`src/hw/rtl/fwfls_pkg.sv`:
```
// ----------------------------------------------------------------------------
// fwfls_pkg
// Shared types and constants for the FIFO with fill and loss statistics.
// ----------------------------------------------------------------------------
package fwfls_pkg;

  localparam int DEPTH_DEF       = 256;
  localparam int ENTRY_WIDTH_DEF = 32;

  localparam int CMD_W      = 2;
  localparam int DATA_W     = 32;
  localparam int FILL_OUT_W = 8;
  localparam int CNT_W      = 32;
  localparam int OUT_TDATA_W = DATA_W + 2 * FILL_OUT_W + 4 * CNT_W;

  localparam logic [CMD_W-1:0] CMD_PUSH  = 2'd0;
  localparam logic [CMD_W-1:0] CMD_POP   = 2'd1;
  localparam logic [CMD_W-1:0] CMD_CLEAR = 2'd2;
  localparam logic [CMD_W-1:0] CMD_QUERY = 2'd3;

  // Outcome of one command, from the pointer control to the statistics
  typedef struct packed {
    logic push_ok;
    logic pop_ok;
    logic overrun;
    logic underrun;
    logic clear;
  } evt_t;

endpackage

```
`src/hw/rtl/fwfls_stats.sv`:
```
// ----------------------------------------------------------------------------
// fwfls_stats
// Event counters and peak fill tracking, cleared on command.
// ----------------------------------------------------------------------------
module fwfls_stats #(
  parameter int DEPTH = fwfls_pkg::DEPTH_DEF,
  localparam int PW   = $clog2(DEPTH)
) (
  input  logic                         clk,
  input  logic                         rst_n,
  input  fwfls_pkg::evt_t              evt,
  input  logic [PW-1:0]                fill_nxt,
  output logic [PW-1:0]                peak,
  output logic [fwfls_pkg::CNT_W-1:0]  overruns,
  output logic [fwfls_pkg::CNT_W-1:0]  underruns,
  output logic [fwfls_pkg::CNT_W-1:0]  pushes,
  output logic [fwfls_pkg::CNT_W-1:0]  pops
);

  localparam int CW = fwfls_pkg::CNT_W;

  logic [PW-1:0] peak_r, peak_nxt;
  logic [CW-1:0] ovr_r, ovr_nxt;
  logic [CW-1:0] und_r, und_nxt;
  logic [CW-1:0] psh_r, psh_nxt;
  logic [CW-1:0] pop_r, pop_nxt;

  always_comb begin
    peak_nxt = peak_r;
    ovr_nxt  = ovr_r;
    und_nxt  = und_r;
    psh_nxt  = psh_r;
    pop_nxt  = pop_r;
    if (evt.clear) begin
      peak_nxt = '0;
      ovr_nxt  = '0;
      und_nxt  = '0;
      psh_nxt  = '0;
      pop_nxt  = '0;
    end else begin
      if (evt.overrun)  ovr_nxt = ovr_r + CW'(1);
      if (evt.underrun) und_nxt = und_r + CW'(1);
      if (evt.pop_ok)   pop_nxt = pop_r + CW'(1);
      if (evt.push_ok) begin
        psh_nxt = psh_r + CW'(1);
        if (fill_nxt > peak_r) peak_nxt = fill_nxt;
      end
    end
  end

  always_ff @(posedge clk) begin
    if (!rst_n) begin
      peak_r <= '0;
      ovr_r  <= '0;
      und_r  <= '0;
      psh_r  <= '0;
      pop_r  <= '0;
    end else begin
      peak_r <= peak_nxt;
      ovr_r  <= ovr_nxt;
      und_r  <= und_nxt;
      psh_r  <= psh_nxt;
      pop_r  <= pop_nxt;
    end
  end

  assign peak      = peak_r;
  assign overruns  = ovr_r;
  assign underruns = und_r;
  assign pushes    = psh_r;
  assign pops      = pop_r;

endmodule

```
`config.mk`:
```
export PLATFORM = sky130hd
export DESIGN_NAME = fwfls_stats
export DESIGN_NICKNAME = d
export VERILOG_FILES = /design/src/hw/rtl/fwfls_pkg.sv /design/src/hw/rtl/fwfls_stats.sv
export SDC_FILE = /design/constraint.sdc
export NUM_CORES = 1
export LEC_CHECK = 0
export ABC_CLOCK_PERIOD_IN_PS = 4900
export BUFFER_PORTS_ARGS = -buffer_cell sky130_fd_sc_hd__buf_2
export CORE_MARGIN = 2
export CORE_UTILIZATION = 25
export DETAILED_ROUTE_END_ITERATION = 10
export PLACE_DENSITY = 0.46
export SLEW_MARGIN = 20
export SYNTH_ARGS = -nofsm -noshare
export SYNTH_HDL_FRONTEND = slang
export SYNTH_SLANG_ARGS = --single-unit
```
`constraint.sdc`:
```
create_clock -name clk -period 4.9 [get_ports clk]
set_input_delay 0.245 -clock clk [delete_from_list [all_inputs] [get_ports clk]]
set_output_delay 0.245 -clock clk [all_outputs]
set_load 0.02 [all_outputs]
```
==> impl_metrics.py <==
metrics = {
    "logic_synthesis": {
        "synthCells": 712,
        "yosys_register_bits": 136,
        "synth_fp_nets": 739,
        "syn_area_per_cell_um2": 8.68,
        "synth_top_cell_by_area": "dfxtp_1",
        "synthTopCellsByArea": "dfxtp_1 (44%), xor2_1 (8.1%), nor2_1 (7.7%), xnor2_1 (7.5%), nand4_1 (4.2%)",
        "yosysTopAreaCellShare_pct": 44.1,
        "ys.flop_type": "dfxtp_1",
        "yosysUniqueCellTypes": 36,
        "syn_area_um2": 6180,
        "synth_edf_count": 0,
        "ys_seq_area_share_pct": 44.1,
        "synthArstFlopShare_pct": 0,
        "yosysWarnings": 0,
    },
    "floorplan": {
        "die_y_um": 161,
        "chipWidth_um": 161,
        "rows": 57,
        "dieArea_um2": 26000,
        "start_util_pct": 25.4,
        "core_area_um2": 24300,
        "num_io_pins": 151,
    },
    "pwr": {
        "p_int_mw": 1.91,
        "power_leakage_nw": 3.11,
        "seq_power_share_pct": 44.3,
        "irDropWorstVdd_v": 0.000170,
        "p_sw_mw": 0.600,
        "total_power_mw": 2.51,
        "clock_power_share_pct": 52.9,
        "powerDensity_nw_per_um2": 320,
        "switching_share_pct": 23.9,
        "power_frac_comb_pct": 2.8,
    },
    "grt": {
        "antenna_found_initial": 0,
        "grt_first_pass_wirelength_mm": 26.0,
        "grt_overflow_total": 0,
        "grt_pass1_vias": 5011,
        "grtUsageTotal_pct": 12.3,
        "grt_max_degree": 80,
    },
    "detailed_routing": {
        "met3_length_mm": 1.08,
        "avgRoutedWirePerCell_um": 13.3,
        "drc": 0,
        "vias": 5365,
        "ant_nets": 0,
        "drtPass1Iterations": 4,
        "wirelength_met1_mm": 7.55,
        "wirelength_mm": 15.9,
        "highest_layer": "met4",
        "avgViaCountPerCell": 4.50,
        "met2WireLength_mm": 7.09,
        "drt_iter0_markers": 261,
    },
    "outcome": {
        "status": "complete, no violations",
    },
    "cts": {
        "cts_max_path_buffers": 2,
        "cts_tree": "done",
        "ctsHoldBuffers": 0,
        "post_cts_buffers": 0,
        "cts_resized": 0,
        "htreeDepth": 4,
        "ctsRootBufferMaster": "clkbuf_16",
        "cts_sinks": 136,
        "clk_latency_ns": 0.42,
        "cts_inserted_buffers": 17,
        "path_clk_slew_ns": 0.07,
    },
    "sta": {
        "finalCriticalPeriod_ns": 2.18,
        "worstMarginPinSlew_ns": 0.924,
        "slew_headroom_pct": 38.4,
        "tns_ns": 0,
        "fin_skew_ns": 0.0136,
        "setup_viol": 0,
        "slew_viol_final": 0,
        "rsz0062_at_grt": "no",
        "hold_violations": 0,
        "fmax_mhz": 458,
        "timing.final.crit_share_pct": 44.6,
        "whs_ns": 0.0753,
    },
    "layout": {
        "final_common_cell": "buf_2",
        "num-nets-final": 881,
        "nFillCells": 2608,
        "final_area_um2": 7850,
        "drive_gt1_share_pct": 22.5,
        "diodes": 0,
        "area_delta_synth_final_pct": 27.0,
        "final_cell_mix": "buf_2 (150), dfxtp_1 (136), nor2_1 (127)",
        "seqCellArea_um2": 2720,
        "layout.core_utilization_pct": 32.3,
        "multi_input_area_um2": 3270,
    },
    "critical_path": {
        "required_ns": 5.24,
        "critPathKind": "flop to flop",
        "critPathArrivalTime_ns": 2.52,
        "cp-start-kind": "flop",
        "crit_path_end_kind": "flop",
        "crit_fanout": 13,
    },
    "job": {
        "cap_viol_max_count": 0,
    },
    "placement": {
        "routabilityCongestion": 0.777,
        "placed_area_um2": 7240,
        "io_buffers": 150,
        "dp_hpwl_mm": 10.8,
    },
    "min_path": {
        "min_path_type": "input pin to flop",
    },
}
-- cell families after synthesis --
family / count (synthesis) / synth area share, %
AOI/OAI and AO/OA: 34 / 3.18
xor gates and xnor gates: 110 / 15.6
adders and majority gates: 12 / 2.43
buffers and inverters: 50 / 3.20
DFF: 136 / 44.1
muxes: 12 / 1.94
and+or+nand+nor: 358 / 29.6
-- layout make-up --
| class | count | share of cell area (%) |
|---|---|---|
| multi-input cells | 526 | 41.7 |
| flip-flops and latches | 136 | 34.7 |
| repair buffers | 152 | 9.76 |
| clock buffers | 18 | 5.60 |
| well taps | 324 | 5.17 |
| clock inverters | 14 | 2.09 |
| inverters | 21 | 1.00 |
-- per-layer routing --
metal  global-route usage, %  up-vias
met5                       0        -
met4                    3.77        0
met3                    4.24       11
met2                    19.2      126
met1                    16.0     2492
li1                        -     2736
-- metrics by stage --
| stage | cells | setup slack [ns] |
|---|---|---|
| 2_1_floorplan | 712 | 2.94 |
| 3_3_place_gp | 1159 | 2.64 |
| 3_5_place_dp | 1159 | 2.73 |
| 4_1_cts | 1191 | 2.71 |
| 5_1_grt | 1191 | 2.49 |
| 6_report | 1191 | 2.72 |
-- power by group through the flow --
stage	Clock, mW	Combinational, mW	Sequential [mW]
global placement	0	0.0732	1.14
global route	1.43	0.0808	1.11
detailed placement	0	0.0734	1.14
finish	1.33	0.0710	1.11
floorplan	0	0.0440	1.14
CTS	1.39	0.0737	1.11
-- Yosys cell counts, types with 3 or more instances --
cell	instances
dfxtp_1	136
nor2_1	127
nand2_1	57
xor2_1	57
xnor2_1	53
nand4_1	41
nand3_1	35
nor4_1	22
clkbuf_1	21
inv_1	21
and4_1	15
nor3_1	15
a21oi_1	14
ha_1	12
mux2i_1	12
o21ai_0	12
or3_1	12
and3_1	10
and2_1	8
nand4_2	4
buf_2	3
-- registers in the layout, summed over array words and instances, names as in the netlist --
register	flops
overruns	32
peak	8
pops	32
pushes	32
underruns	32
-- worst max-delay path: stages (launching register included) --
cell     delay [ns]
dfxtp_1        0.45
nand4_2        0.20
nor4_4         0.68
nand3_1        0.24
or3_1          0.39
a21oi_1        0.14
-- worst paths after layout --
path / startpoint / to / slack, ns / cells past startpoint
setup / recovery: underruns[4]$_SDFFE_PP0P_ / underruns[31]$_SDFFE_PP0P_ / 2.72 / 5
hold / removal: fill_nxt[3] / peak[3]$_SDFFE_PP0P_ / 0.08 / 3
setup reg to reg: underruns[4]$_SDFFE_PP0P_ / underruns[31]$_SDFFE_PP0P_ / 2.72 / 5
hold reg to reg: peak[2]$_SDFFE_PP0P_ / peak[2]$_SDFFE_PP0P_ / 0.47 / 2
(Power assumes the default switching activity.)
