## src/hw/rtl/fwfls_pkg.sv

```systemverilog
// ----------------------------------------------------------------------------
// fwfls_pkg
// Shared types and constants for the FIFO with fill and loss statistics.
// ----------------------------------------------------------------------------
package fwfls_pkg;

  localparam int DEPTH_DEF       = 256;
  localparam int ENTRY_WIDTH_DEF = 32;

  localparam int CMD_W      = 2;
  localparam int DATA_W     = 32;
  localparam int FILL_OUT_W = 8;
  localparam int CNT_W      = 32;
  localparam int OUT_TDATA_W = DATA_W + 2 * FILL_OUT_W + 4 * CNT_W;

  localparam logic [CMD_W-1:0] CMD_PUSH  = 2'd0;
  localparam logic [CMD_W-1:0] CMD_POP   = 2'd1;
  localparam logic [CMD_W-1:0] CMD_CLEAR = 2'd2;
  localparam logic [CMD_W-1:0] CMD_QUERY = 2'd3;

  // Outcome of one command, from the pointer control to the statistics
  typedef struct packed {
    logic push_ok;
    logic pop_ok;
    logic overrun;
    logic underrun;
    logic clear;
  } evt_t;

endpackage

```

## src/hw/rtl/fwfls_ctrl.sv

```systemverilog
// ----------------------------------------------------------------------------
// fwfls_ctrl
// Read and write pointers, fill count and the accept or refuse decision.
// ----------------------------------------------------------------------------
module fwfls_ctrl #(
  parameter int DEPTH = fwfls_pkg::DEPTH_DEF,
  localparam int PW   = $clog2(DEPTH)
) (
  input  logic                         clk,
  input  logic                         rst_n,
  input  logic                         accept,
  input  logic [fwfls_pkg::CMD_W-1:0]  cmd,
  output fwfls_pkg::evt_t              evt,
  output logic [PW-1:0]                wr_addr,
  output logic [PW-1:0]                rd_addr,
  output logic [PW-1:0]                fill,
  output logic [PW-1:0]                fill_nxt
);

  localparam logic [PW-1:0] LAST = PW'(DEPTH - 1);

  logic [PW-1:0] wr_ptr_r, wr_ptr_nxt;
  logic [PW-1:0] rd_ptr_r, rd_ptr_nxt;
  logic [PW-1:0] fill_r;
  logic          full;
  logic          empty;
  logic          is_push;
  logic          is_pop;

  function automatic logic [PW-1:0] advance(input logic [PW-1:0] pos);
    advance = (pos == LAST) ? '0 : pos + PW'(1);
  endfunction

  // At most DEPTH-1 entries: full one short of the array size
  assign full  = (fill_r == LAST);
  assign empty = (fill_r == '0);

  assign is_push = accept && (cmd == fwfls_pkg::CMD_PUSH);
  assign is_pop  = accept && (cmd == fwfls_pkg::CMD_POP);

  always_comb begin
    evt.push_ok  = is_push && !full;
    evt.overrun  = is_push && full;
    evt.pop_ok   = is_pop && !empty;
    evt.underrun = is_pop && empty;
    evt.clear    = accept && (cmd == fwfls_pkg::CMD_CLEAR);
  end

  always_comb begin
    wr_ptr_nxt = wr_ptr_r;
    rd_ptr_nxt = rd_ptr_r;
    fill_nxt   = fill_r;
    if (evt.push_ok) begin
      wr_ptr_nxt = advance(wr_ptr_r);
      fill_nxt   = fill_r + PW'(1);
    end else if (evt.pop_ok) begin
      rd_ptr_nxt = advance(rd_ptr_r);
      fill_nxt   = fill_r - PW'(1);
    end
  end

  always_ff @(posedge clk) begin
    if (!rst_n) begin
      wr_ptr_r <= '0;
      rd_ptr_r <= '0;
      fill_r   <= '0;
    end else begin
      wr_ptr_r <= wr_ptr_nxt;
      rd_ptr_r <= rd_ptr_nxt;
      fill_r   <= fill_nxt;
    end
  end

  assign wr_addr = wr_ptr_r;
  assign rd_addr = rd_ptr_r;
  assign fill    = fill_r;

endmodule

```

## config.mk

```make
export PLATFORM = sky130hd
export DESIGN_NAME = fwfls_ctrl
export DESIGN_NICKNAME = d
export VERILOG_FILES = /design/src/hw/rtl/fwfls_pkg.sv /design/src/hw/rtl/fwfls_ctrl.sv
export SDC_FILE = /design/constraint.sdc
export NUM_CORES = 1
export LEC_CHECK = 0
export BUFFER_PORTS_ARGS = -buffer_cell sky130_fd_sc_hd__buf_2
export CAP_MARGIN = 40
export CORE_MARGIN = 2
export CORE_UTILIZATION = 45
export CTS_CLUSTER_DIAMETER = 80
export DETAILED_ROUTE_END_ITERATION = 16
export PLACE_DENSITY_LB_ADDON = 0.15
export SLEW_MARGIN = 20
export SYNTH_ARGS = -nofsm -noshare
export SYNTH_HDL_FRONTEND = slang
export SYNTH_SLANG_ARGS = --single-unit
export TNS_END_PERCENT = 20
```

## constraint.sdc

```tcl
create_clock -name clk -period 2.61 [get_ports clk]
set_clock_uncertainty 0.15 [all_clocks]
set_input_delay 0.522 -clock clk [delete_from_list [all_inputs] [get_ports clk]]
set_output_delay 0.522 -clock clk [all_outputs]
set_load 0.1 [all_outputs]
```

==> results.md, run 1 <==
* Register area share after synthesis at 31.0%
* CP Class: flop to output port
* Simple-gate share of the synthesized area at 27.3%
* Most common cell in the synthesized netlist: dfxtp_1
* Largest net degree at the start of global routing at 16
* Failing checks: negative setup slack
* Number of flops mapped to enable cells by yosys at 0
* Mux contribution to synthesized area at 3.88%
* Top cells by area, synth: dfxtp_1, nand2_1, xor2_1
* Vias at 1,656
* Crit share post-route at 109%
* #FFs+latches synth at 24
* Clk_lat worst skew at 0.32 ns
* Seq pwr share at 33.1%
* M3 GR Usage at 3.78%
* Power per cell area at 485 nW/µm²
* Avg Inst Size Synth at 8.46 µm²
* Gpl congestion at 0.832
* Pint at 662 µW
* Rel. slew slack at 64.3%
* Layout area overhead at 61.0%
* Critical path's slowest cell: or3b_4
* DPL Wire Length at 3.01 mm
* CP required at 1.94 ns
* Synth Area in XOR/XNOR at 7.35%
* Asr flop ratio synth at 0%
* Cells after Synth at 183
* Cell taking the most area after synthesis: dfxtp_1
* Final setup vio count at 11
* Setup crit start kind: flop
* Total CTS buffers at 3
* Combinational group share of total power at 53.0%
* CTS tree: built
* Final cell count without fillers at 298
* P_leak at 1.04 nW
* Setup slack after layout at -0.232 ns
* ANT cells at 0
* Synthesis Warnings at 0
* Met1 Use GR at 27.8%
* Worst R2R Setup Slack at 0.45 ns
* # IOs at 42
* Iteration count of the initial detailed-routing pass at 4
* Total track usage at 22.0%
* Fin Setup TNS at -1.75 ns
* Final Util at 75.3%
* Post-synthesis cell type count at 48
* GR Layer Usage met2 at 38.4%
* Number of hold buffers added after CTS at 0
* Core area at 3310 µm²
* CP delay by family, top: compound AO/OA/AOI/OAI gates
* Largest family of logic cells by synthesized area: simple AND/OR/NAND/NOR gates
* Wire per inst at 14.7 µm
* Die area at 3930 µm²
* Final Hold Fails at 0
* Port Buffers at 41
* Final worst path period need at 2.84 ns
* Global-route wire length before repair at 7.12 mm
* Dpl ws at 0.00813 ns
* Max Transition Viols Final at 0
* Syn_nets at 193
* Max rail drop VDD at 0.304 mV
* Via-to-Cell Ratio at 5.56
* CTS Root Cell: clkbuf_4
* Post-synth top cells: dfxtp_1, nand2_1, nor2_1
* Worst path cell trace: inv_4 > ha_4 > or3b_4 > o211ai_4 > a21boi_4 > xnor2_4 > buf_12
* Crit-path max FO at 3
* Placed instance area at 2270 µm²
* HP Class: flop to flop
* Detailed-route wire length at 4.38 mm
* Num rows at 21
* Share of cells above drive strength 1 at 47.6%
* Antenna Violating Nets Remaining at 0
* H-tree levels at 1
* Synth Area in Adders at 4.04%
* Clock-pin slew on the worst setup and hold paths at 0.13 ns
* CP Capture Type: output port
* Clk buf depth at 2
* DR DRC count at 0
* WP data arrival at 2.17 ns
* Status: complete, but fails checks
* CP max stage delay at 0.42 ns
* Compound-gate portion of the synthesized area at 20.6%
* CTS Sinks at 24
* Grt peak-use layer: met2
* Placed Cells at 278
* Fmax at 0.352 GHz
* P_sw at 548 µW
* Max-cap check violation count at 0
* RSZ-0062 raised after global routing: true
* Starting Density at 46.8%
* Die height at 62.7 µm
* Cell area after synthesis at 1550 µm²
* Global route overflow at 0
* Die Wd at 62.7 µm
* Dominant synthesized flop cell: dfxtp_1
* Initial antenna violation count at 0
* Least-Margin Pin Slew at 0.534 ns
* Initial DRC Count at 79
* Synth top area share at 31.0%
* Vias in the first global route at 1,557
* Cell area after layout at 2490 µm²
* Final #Nets at 264
* Switch share at 45.3%
* Clock network power share at 14.0%
* CP Buf/Inv Count at 2
-- metrics by stage --
stage | power, mW | hold WS [ns]
finish | 1.21 | 0.361
floorplan | 0.830 | 0.513
global route | 1.25 | 0.382
global placement | 0.964 | 0.328
CTS | 1.17 | 0.366
detailed placement | 0.972 | 0.345
-- layer usage --
| layer | wire length, µm | up-vias |
|---|---|---|
| li1 | - | 810 |
| met1 | 1920 | 782 |
| met2 | 2180 | 54 |
| met3 | 217 | 10 |
| met4 | 65 | 0 |
| met5 | 0 | - |
-- flip-flops by register name, indices dropped and copies added (netlist names) --
signal and flops:
wr_addr 8, fill 8, rd_addr 8
-- final timing paths --
path              depth (start not counted)          end       start
setup / recovery                          7  fill_nxt[2]     fill[0]
setup reg to reg                          9   wr_addr[7]     fill[1]
hold reg to reg                           2   wr_addr[5]  wr_addr[5]
hold / removal                            2   wr_addr[5]  wr_addr[5]
-- worst min-delay path, stage by stage, from the launching register on --
cell     delay, ns
dfxtp_1       0.35
o31ai_1       0.07
a21oi_1       0.06
-- area by class of cell --
| type | instances | area, µm² |
|---|---|---|
| sequential | 24 | 510 |
| clock buffer | 3 | 22.5 |
| fill | 236 | 817 |
| multi-input combinational | 142 | 1210 |
| tap | 46 | 57.6 |
| timing repair buffer | 77 | 663 |
| inverter | 6 | 31.3 |
-- power by group through the flow --
| stage | logic [mW] | clock network [mW] | registers [mW] |
|---|---|---|---|
| 6_report | 0.641 | 0.169 | 0.400 |
| 5_1_grt | 0.662 | 0.189 | 0.404 |
| 4_1_cts | 0.604 | 0.170 | 0.399 |
| 3_5_place_dp | 0.565 | 0 | 0.407 |
| 3_3_place_gp | 0.559 | 0 | 0.405 |
| 2_1_floorplan | 0.330 | 0 | 0.500 |
-- cell families (layout without fill, tap and decap cells) --
kind of cell               Yosys count  after routing
muxes                                6              6
and+or+nand+nor                     77             77
buffers and inverters               17             86
xor gates and xnor gates            13             13
adders and majority gates            5              5
AOI/OAI and AO/OA                   41             41
DFF                                 24             24
-- layout by cell type (no fill, tap or decap), drive strengths merged, types with 2 or more instances in the layout --
cell type / Yosys / routed
and2: 2 / 2
mux2i: 6 / 6
o211ai: 9 / 9
clkbuf: 2 / 3
inv: 6 / 5
nand4: 3 / 3
a21oi: 9 / 9
o22ai: 2 / 2
nor3: 5 / 5
o2111ai: 4 / 4
buf: 9 / 77
o31ai: 2 / 2
nand2b: 5 / 5
nor2: 12 / 12
a21boi: 2 / 2
o21ai: 5 / 5
a211oi: 3 / 3
xnor2: 5 / 5
ha: 5 / 5
xor2: 8 / 8
nor3b: 3 / 3
and3b: 2 / 2
nand3b: 2 / 2
nor4: 2 / 2
nand2: 21 / 21
and4: 3 / 3
nand3: 8 / 8
dfxtp: 24 / 24
and3: 3 / 3
or4: 3 / 3
-- timing repair --
action | in CTS | in global routing
pin swaps | 11 | 5
setup endpoints to repair | 11 | 11
buffers inserted | 6 | 11
resized for setup | 9 | 5
Note: power is estimated with default switching activity, not from simulation.
==> inputs of run 2 (changes only) <==
ABC_CLOCK_PERIOD_IN_PS = 2500   (was unset)
CAP_MARGIN = unset   (was 40)
clock period = 2.5 ns   (was 2.61 ns; I/O delays follow)
==> results.md, run 2 (same netlist as run 1, synthesis figures left out) <==
* Status: complete, but fails checks
* Failing checks: negative setup slack
* Core area at 3310 µm²
* M3 GR Usage at 4.32%
* Placed instance area at 2300 µm²
* Via-to-Cell Ratio at 5.61
* Final #Nets at 262
* Port Buffers at 41
* CTS tree: built
* Cell area after layout at 2510 µm²
* Final setup vio count at 11
* Layout area overhead at 62.3%
* Placed Cells at 284
* Leading cell type in the layout, fill and taps excluded: buf_2
* Starting Density at 46.8%
* Setup crit start kind: flop
* Hold_sp: wr_addr[5]
* # fillers at 239
* Vias at 1,666
* Num rows at 21
* RSZ-0062 raised after global routing: true
* Max rail drop VDD at 0.330 mV
* Total CTS buffers at 3
* Detailed-route wire length at 4.46 mm
* Wire per inst at 15.0 µm
* Total track usage at 23.8%
* Largest net degree at the start of global routing at 16
* Fmax at 0.353 GHz
* Least-Margin Pin Slew at 0.571 ns
* DPL Wire Length at 3.12 mm
* Iteration count of the initial detailed-routing pass at 4
* RR Endpoint: fill[4]
* Setup slack after layout at -0.329 ns
* Dpl ws at -0.0553 ns
* DR DRC count at 0
* WHS Path Cells at 2
* Final Util at 75.9%
* Fin Setup TNS at -2.72 ns
* Final worst path period need at 2.83 ns
* Met1 Use GR at 30.9%
* WP data arrival at 2.18 ns
* Vias in the first global route at 1,642
* Crit-path max FO at 4
* Global route overflow at 0
* Rel. slew slack at 61.8%
* CP Class: flop to output port
* Clk buf depth at 2
* Worst Hold End: wr_addr[5]
* Antenna Violating Nets Remaining at 0
* Max Transition Viols Final at 0
* Crit share post-route at 113%
* Clk_lat worst skew at 0.32 ns
* Initial DRC Count at 88
* H-tree levels at 1
* CTS Root Cell: clkbuf_4
* HP Class: flop to flop
* Most frequent cells in the layout: buf_2, buf_4, nand2_1, dfxtp_1, buf_12
* # IOs at 42
* CTS Sinks at 24
* Die area at 3930 µm²
* P_leak at 1.05 nW
* Clock-pin slew on the worst setup and hold paths at 0.14 ns
* GR Layer Usage met2 at 39.5%
* Overall power at 1.28 mW
* Worst R2R Path Depth at 9
* Gpl congestion at 0.827
* Die height at 62.7 µm
* Final cell count without fillers at 297
* Die Wd at 62.7 µm
* Grt peak-use layer: met2
* CP Capture Type: output port
* Worst hold slack at 0.354 ns
* Global-route wire length before repair at 7.67 mm
* Worst R2R Setup Slack at 0.30 ns
* CP required at 1.85 ns
* Final Hold Fails at 0
* Initial antenna violation count at 0
* Max-cap check violation count at 0
* ANT cells at 0
* Share of cells above drive strength 1 at 47.4%
* FF-to-FF Start: fill[1]
* Power per cell area at 508 nW/µm²
run 2: changes by cell type in the layout (fill, tap and decap cells not counted), sizes merged:
cell    previous run  this run
clkinv             0         1
buf               77        75
run 2: how the worst max path moves through the flow:
stage	start	end	slack, ns	cells past startpoint
global route	fill[1]	fill_nxt[1]	-0.42	9
global placement	accept	fill_nxt[5]	-0.02	8
finish	fill[1]	fill_nxt[1]	-0.33	8
detailed placement	accept	fill_nxt[5]	-0.06	8
floorplan	fill[6]	evt[1]	-0.60	4
CTS	fill[5]	fill_nxt[2]	-0.31	5
run 2: layout make-up:
type,instances,area [µm²],area share [%]
Tap cell,46,57.6,2.29
Inverter,6,33.8,1.34
Timing Repair Buffer,75,671,26.7
Clock inverter,1,3.75,0.149
Multi-Input combinational cell,142,1210,48.3
Sequential cell,24,510,20.3
Clock buffer,3,22.5,0.896
run 2: per-layer routing:
metal,wire length [µm],vias to the layer above,share of wire [%]
met1,1960,789,44
met4,126,0,2.8
li1,-,808,-
met5,0,-,0
met2,2170,55,49
met3,205,14,4.6
run 2: timing repair:
| item | CTS | global route |
|---|---|---|
| setup buffers | 5 | 4 |
| setup endpoints to repair | 11 | 11 |
| gates resized for setup | 23 | 3 |
| hold buffers | 0 | 0 |
| pin swaps | 13 | 2 |
run 2: critical path, cell delays in order, from the launching register on:
cell	delay, ns
dfxtp_4	0.38
inv_4	0.06
ha_4	0.13
or3b_4	0.41
buf_6	0.15
o21ai_4	0.21
o211ai_1	0.21
nand2_4	0.13
buf_12	0.17
run 2: power by group:
part           leakage (nW)  internal, mW  switching (mW)
Clock                0.0154        0.0586           0.124
Combinational         0.830         0.246           0.433
Sequential            0.200         0.395          0.0200
